[src/rtl/ecmd_pkg.sv]
// Shared types and constants for the encoder counter display block.
// Used by ecmd_digit and encoder_counter_mux_display; no dependencies.
package ecmd_pkg;

    localparam int CountW = 12;
    localparam int LoadW  = 16;
    localparam int SegW   = 7;
    localparam int DigW   = 4;
    localparam int PosW   = 2;

    // command codes
    localparam logic [1:0] CMD_REFRESH = 2'd0;
    localparam logic [1:0] CMD_ENCODER = 2'd1;
    localparam logic [1:0] CMD_LOAD    = 2'd2;

    localparam logic [CountW-1:0] COUNT_MAX = {CountW{1'b1}};

    typedef struct packed {
        logic [1:0]       cmd;
        logic             encoder_dir;
        logic [LoadW-1:0] load_value;
    } req_word_t;

    typedef struct packed {
        logic [SegW-1:0]   segments_n;
        logic [DigW-1:0]   digit_enable_n;
        logic [CountW-1:0] count;
        logic              load_rejected;
    } rsp_word_t;

    // display drive for one refresh
    typedef struct packed {
        logic [SegW-1:0] seg_n;
        logic [DigW-1:0] dig_n;
    } disp_t;

endpackage

[src/rtl/ecmd_digit.sv]
// Decimal digit pick and seven-segment encode for one display position.
// Depends on ecmd_pkg.
module ecmd_digit
    import ecmd_pkg::*;
(
    input  logic [CountW-1:0] value,
    input  logic [PosW-1:0]   pos,
    output disp_t             disp
);

    logic [2:0]  th;
    logic [3:0]  hu;
    logic [3:0]  te;
    logic [3:0]  un;
    logic [9:0]  rem_th;
    logic [6:0]  rem_hu;
    logic [3:0]  digit;

    // thousands: parallel compares against multiples of 1000
    always_comb
    begin
        th = 3'd0;
        for (int k = 1; k <= 4; k++)
        begin
            if (value >= 12'(k * 1000))
                th = 3'(k);
        end
        rem_th = 10'(value - 12'(th) * 12'd1000);
    end

    always_comb
    begin
        hu = 4'd0;
        for (int k = 1; k <= 9; k++)
        begin
            if (rem_th >= 10'(k * 100))
                hu = 4'(k);
        end
        rem_hu = 7'(rem_th - 10'(hu) * 10'd100);
    end

    always_comb
    begin
        te = 4'd0;
        for (int k = 1; k <= 9; k++)
        begin
            if (rem_hu >= 7'(k * 10))
                te = 4'(k);
        end
        un = 4'(rem_hu - 7'(te) * 7'd10);
    end

    always_comb
    begin
        case (pos)
            2'd0:    digit = un;
            2'd1:    digit = te;
            2'd2:    digit = hu;
            default: digit = {1'b0, th};
        endcase
    end

    // active-low patterns, bit0 = a .. bit6 = g
    always_comb
    begin
        case (digit)
            4'd0:    disp.seg_n = 7'h40;
            4'd1:    disp.seg_n = 7'h79;
            4'd2:    disp.seg_n = 7'h24;
            4'd3:    disp.seg_n = 7'h30;
            4'd4:    disp.seg_n = 7'h19;
            4'd5:    disp.seg_n = 7'h12;
            4'd6:    disp.seg_n = 7'h02;
            4'd7:    disp.seg_n = 7'h78;
            4'd8:    disp.seg_n = 7'h00;
            default: disp.seg_n = 7'h10;
        endcase
        disp.dig_n = ~(DigW'(1) << pos);
    end

endmodule

[src/rtl/encoder_counter_mux_display.sv]
// Top level: encoder-stepped 12-bit counter driving a 4-digit muxed display.
// Depends on ecmd_pkg and ecmd_digit.
//
// Usage:
//   req channel (req_valid/req_stall/req_word) takes one command word per
//   accepted edge: refresh tick, encoder edge or counter load.
//   rsp channel (rsp_valid/rsp_stall/rsp_word) returns exactly one word per
//   command, in order: held segment and digit drive, counter value after
//   the command, and a flag for a load above 4095.
// Path: an accepted command passes the input register, then the result
//   buffer, before its response is valid. Throughput: one word per cycle
//   while req_stall is low, set by the single-pass update of the counter
//   and display state between the input register and the result buffer.
// Stall: the result buffer holds three words; req_stall rises only when
//   the input register and the buffer together hold three words, so the
//   block keeps accepting while one result waits on rsp_stall.
// Reset (rst_n low, async): counter 0, display position on units, all
//   segments and digits dark, buffers empty.
module encoder_counter_mux_display
    import ecmd_pkg::*;
(
    input  logic      clk,
    input  logic      rst_n,
    input  logic      req_valid,
    output logic      req_stall,
    input  req_word_t req_word,
    output logic      rsp_valid,
    input  logic      rsp_stall,
    output rsp_word_t rsp_word
);

    localparam int Depth = 3;

    // input register
    logic       s1_vld_reg;
    req_word_t  s1_word_reg;

    // block state
    logic [CountW-1:0] counter_reg, counter_next;
    logic [PosW-1:0]   pos_reg, pos_next;
    logic [SegW-1:0]   seg_reg, seg_next;
    logic [DigW-1:0]   dig_reg, dig_next;
    logic              rejected;

    // result buffer
    rsp_word_t  fifo_reg [Depth];
    logic [1:0] wr_ptr_reg, rd_ptr_reg;
    logic [1:0] cnt_reg, cnt_next;
    logic       push, pop;
    logic [2:0] pending;

    disp_t      disp;
    rsp_word_t  result;

    logic       req_accept;

    assign pending    = {2'b0, s1_vld_reg} + {1'b0, cnt_reg};
    assign req_stall  = (pending >= 3'(Depth));
    assign req_accept = req_valid && !req_stall;

    always_ff @(posedge clk or negedge rst_n)
    begin
        if (!rst_n)
            s1_vld_reg <= 1'b0;
        else
            s1_vld_reg <= req_accept;
    end

    always_ff @(posedge clk)
    begin
        if (req_accept)
            s1_word_reg <= req_word;
    end

    // digit of the stored counter at the current position
    ecmd_digit u_digit (
        .value (counter_reg),
        .pos   (pos_reg),
        .disp  (disp)
    );

    always_comb
    begin
        counter_next = counter_reg;
        pos_next     = pos_reg;
        seg_next     = seg_reg;
        dig_next     = dig_reg;
        rejected     = 1'b0;
        case (s1_word_reg.cmd)
            CMD_REFRESH:
            begin
                seg_next = disp.seg_n;
                dig_next = disp.dig_n;
                pos_next = pos_reg + PosW'(1);
            end
            CMD_ENCODER:
            begin
                if (s1_word_reg.encoder_dir)
                    counter_next = counter_reg + CountW'(1);
                else
                    counter_next = counter_reg - CountW'(1);
            end
            CMD_LOAD:
            begin
                // values above the counter range are refused
                if (s1_word_reg.load_value <= LoadW'(COUNT_MAX))
                    counter_next = CountW'(s1_word_reg.load_value);
                else
                    rejected = 1'b1;
            end
            default:
            begin
                counter_next = counter_reg;
            end
        endcase
    end

    always_ff @(posedge clk or negedge rst_n)
    begin
        if (!rst_n)
        begin
            counter_reg <= '0;
            pos_reg     <= '0;
            seg_reg     <= '1;
            dig_reg     <= '1;
        end
        else if (s1_vld_reg)
        begin
            counter_reg <= counter_next;
            pos_reg     <= pos_next;
            seg_reg     <= seg_next;
            dig_reg     <= dig_next;
        end
    end

    always_comb
    begin
        result.segments_n     = seg_next;
        result.digit_enable_n = dig_next;
        result.count          = counter_next;
        result.load_rejected  = rejected;
    end

    // result buffer: room is reserved at accept time, so a push never fails
    assign push      = s1_vld_reg;
    assign rsp_valid = (cnt_reg != 2'd0);
    assign pop       = rsp_valid && !rsp_stall;
    assign rsp_word  = fifo_reg[rd_ptr_reg];

    always_comb
    begin
        cnt_next = cnt_reg;
        if (push && !pop)
            cnt_next = cnt_reg + 2'd1;
        else if (pop && !push)
            cnt_next = cnt_reg - 2'd1;
    end

    always_ff @(posedge clk or negedge rst_n)
    begin
        if (!rst_n)
        begin
            wr_ptr_reg <= '0;
            rd_ptr_reg <= '0;
            cnt_reg    <= '0;
        end
        else
        begin
            cnt_reg <= cnt_next;
            if (push)
                wr_ptr_reg <= (wr_ptr_reg == 2'(Depth - 1)) ? 2'd0 : wr_ptr_reg + 2'd1;
            if (pop)
                rd_ptr_reg <= (rd_ptr_reg == 2'(Depth - 1)) ? 2'd0 : rd_ptr_reg + 2'd1;
        end
    end

    always_ff @(posedge clk)
    begin
        if (push)
            fifo_reg[wr_ptr_reg] <= result;
    end

endmodule
[config.mk]
export PLATFORM = sky130hd
export DESIGN_NAME = encoder_counter_mux_display
export DESIGN_NICKNAME = d
export VERILOG_FILES = /design/src/rtl/ecmd_pkg.sv /design/src/rtl/ecmd_digit.sv /design/src/rtl/encoder_counter_mux_display.sv
export SDC_FILE = /design/constraint.sdc
export NUM_CORES = 1
export LEC_CHECK = 0
export BUFFER_PORTS_ARGS = -buffer_cell sky130_fd_sc_hd__buf_2
export CORE_UTILIZATION = 45
export CTS_BUF_LIST = sky130_fd_sc_hd__clkbuf_8 sky130_fd_sc_hd__clkbuf_16
export DETAILED_ROUTE_END_ITERATION = 16
export MAX_ROUTING_LAYER = met4
export PLACE_DENSITY_LB_ADDON = 0.05
export SLEW_MARGIN = 25
export SYNTH_ARGS = -nofsm -noshare
export SYNTH_HDL_FRONTEND = slang
export SYNTH_SLANG_ARGS = --single-unit
[constraint.sdc]
create_clock -name clk -period 23.3 [get_ports clk]
set_clock_uncertainty 0.1 [all_clocks]
set_input_delay 1.165 -clock clk [delete_from_list [all_inputs] [get_ports clk]]
set_output_delay 1.165 -clock clk [all_outputs]
set_load 0.01 [all_outputs]
==> reports/metrics.yaml <==
status: "finished, final reports clean"
floorplan.io_pins: 49
synth_enable_flop_cells: 91
layout.nets: 768
number_of_buffers_between_clock_root_and_the_deepest_sink: 2
synth_area_per_cell_um2: 10.9
synth_top_cell_by_area: "edfxtp_1"
crit_path_end_kind: "flip-flop"
critical_path_peak_fanout: 12
floorplan.rows: 45
grt_setup_unrepaired: "false"
place.gp.congestion: 0.909
diodes: 0
worstReg2RegStart: "counter_reg[6]"
core_region_area_mm2: 0.0153
ctsHoldBuffers: 0
drt-initial-drc-count: 281
crit_buf_inv: 3
hold_path_startpoint: "seg_reg[3]"
detail-route-antenna-nets: 0
final.min_clock_period_ns: 8.94
worst_pin_slew_ns: 0.984
sequential_cell_area_fraction_in_the_yosys_report_pct: 49.9
slew_headroom_pct: 34.0
largest_net_degree_at_the_start_of_global_routing: 51
global_route.overflow_total: 0
wl_per_cell_um: 17.0
dp_hpwl_um: 11300
hold-worst-slack_ns: 0.376
path_class: "flip-flop to flip-flop"
start_kind: "flip-flop"
fillers: 1385
initial_core_util_pct: 46.4
die_x_um: 128
final_max_slew_viol_count: 0
largest_reg_flops: 72
vias_in_the_first_global_route: 4946
cts.root.buffer_cell: "clkbuf_16"
die-height_um: 128
aggregate_routed_wire_length_um: 15700
post-cts-setup-buffers: 0
worstHoldPathType: "flip-flop to flip-flop"
timing.critical_path.arrival_ns: 9.00
viasPerCell: 5.55
placement.io_buffers: 48
ys_seq_elements: 123
synth_top_cells_by_area: "edfxtp_1 (38%), dfrtp_1 (7.4%), ha_1 (7.0%)"
cts_tree: "yes"
global_route.usage.total_pct: 21.4
hold-path-endpoint: "seg_reg[3]"
whs_path_depth: 2
ff2ff_path_depth: 38
tritoncts.num_buffers: 17
cp_slowest_cell: "ha_1"
asyncSetResetFlopFracSynth_pct: 26.0
critPathRequiredTime_ns: 23.36
mappedNetlistNets: 718
drive_above_1_share_pct: 19.4
netlist.area_leader.share_pct: 38.5
grt_first_pass_wirelength_um: 25700
tns_ns: 0
max_freq_ghz: 0.112
drt_pre_antenna_iters: 5
final-hold-violation-count: 0
cp_slowest_stage_delay_ns: 0.54
synth_flop_cell: "edfxtp_1"
post_cts_resized: 0
layout-area-overhead-vs-synth_pct: 14.6
ys_warn_count: 0
worst_r2r_endpoint: "fifo_reg[1][22]"
fin_crit_sh_pct: 38.4
post-route-drc-count: 0
worstSkewPairLatency_ns: 0.41
clkTransAtPathRegs_ns: 0.06
initial_antenna_violation_count: 0
critical_path.top_delay_family: "compound AO/OA/AOI/OAI gates"
floorplan.die_area_mm2: 0.0163
htree_levels: 4
dr_total_vias: 5125
netlist_instances: 650
netlist-cell-type-count: 76
timing.max_cap.violations: 0
post_synthesis_cell_area_mm2: 0.00710
clock_sinks: 123
setup_viol: 0
ff2ff_setup_slack_ns: 14.36
[routing by layer]
metal / track usage (%) / routed length, um / up-vias
met4: 5.74 / 154 / 0
met3: 4.52 / 709 / 14
met1: 28.5 / 7620 / 2482
li1: - / - / 2485
met5: - / 0 / -
met2: 33.3 / 7240 / 144
[metrics by stage]
stage / worst slack, ns / area [um^2] / cells / util (%)
global route: 13.65 / 8140 / 924 / 53.1
detailed placement: 14.45 / 7570 / 892 / 49.5
floorplan: 15.55 / 7100 / 650 / -
CTS: 14.39 / 8140 / 924 / 53.1
global placement: 14.65 / 7570 / 892 / 49.4
finish: 14.36 / 8140 / 924 / 53.1
[worst max-delay path by stage]
stage | cells past startpoint | startpoint | to
after CTS | 38 | counter_reg[8] | fifo_reg[1][22]
after floorplan | 39 | counter_reg[10] | fifo_reg[0][22]
after detailed placement | 38 | counter_reg[9] | fifo_reg[0][22]
final | 38 | counter_reg[6] | fifo_reg[1][22]
after global routing | 38 | counter_reg[8] | fifo_reg[1][20]
after global placement | 38 | counter_reg[6] | fifo_reg[0][22]
[worst register-to-register path, delay by kind of cell, from the launching register on]
kind                       cells  cell delay [ns]
AOI/OAI and AO/OA             15             2.93
adders and majority gates      6             1.91
and+or+nand+nor                8             1.79
xor gates and xnor gates       5             0.99
DFF                            1             0.51
muxes                          1             0.29
buffers and inverters          3             0.17
[cells in the final DEF (no fill, tap or decap), types with 17 or more instances in the layout]
cell / count
a21oi_1: 24
buf_2: 48
clkbuf_16: 17
dfrtp_1: 21
edfxtp_1: 91
ha_1: 40
inv_1: 45
mux2i_1: 27
nand2_1: 75
nor2_1: 30
o21ai_0: 66
xnor2_1: 21
[layout make-up]
type                    instances  area [um^2]  area share (%)
clock buffers                  17          425            5.23
clock inverters                15          139            1.71
inverters                      45          169            2.08
multi-input cells             458         3300            40.6
flip-flops and latches        123         3550            43.6
well taps                     211          264            3.24
repair buffers                 55          293            3.60
[Yosys cell counts, types with 8 or more instances]
library cell,number
edfxtp_1,91
xnor2_1,21
ha_1,40
nand3_1,9
inv_1,45
a21oi_1,24
dfrtp_1,21
clkbuf_1,20
nand2_1,75
o21ai_0,66
nor2_1,32
mux2i_1,27
dfstp_2,11
o221ai_1,8
nor2b_1,9
a22o_1,8
mux2_2,13
[logic make-up after synthesis]
group	after synthesis	share of synthesized area, %
AO/OA/AOI/OAI	178	17.1
AND/OR/NAND/NOR	163	10.7
flip-flops	123	49.9
buffers and inverters	69	3.84
adder cells (fa/ha/maj)	46	8.60
multiplexers	40	5.87
XOR/XNOR	30	3.91
other	1	0.0528
Power is left out: the tool's default activity adds up to more than one toggle a clock period on the data nets, which glitch-free logic cannot reach.
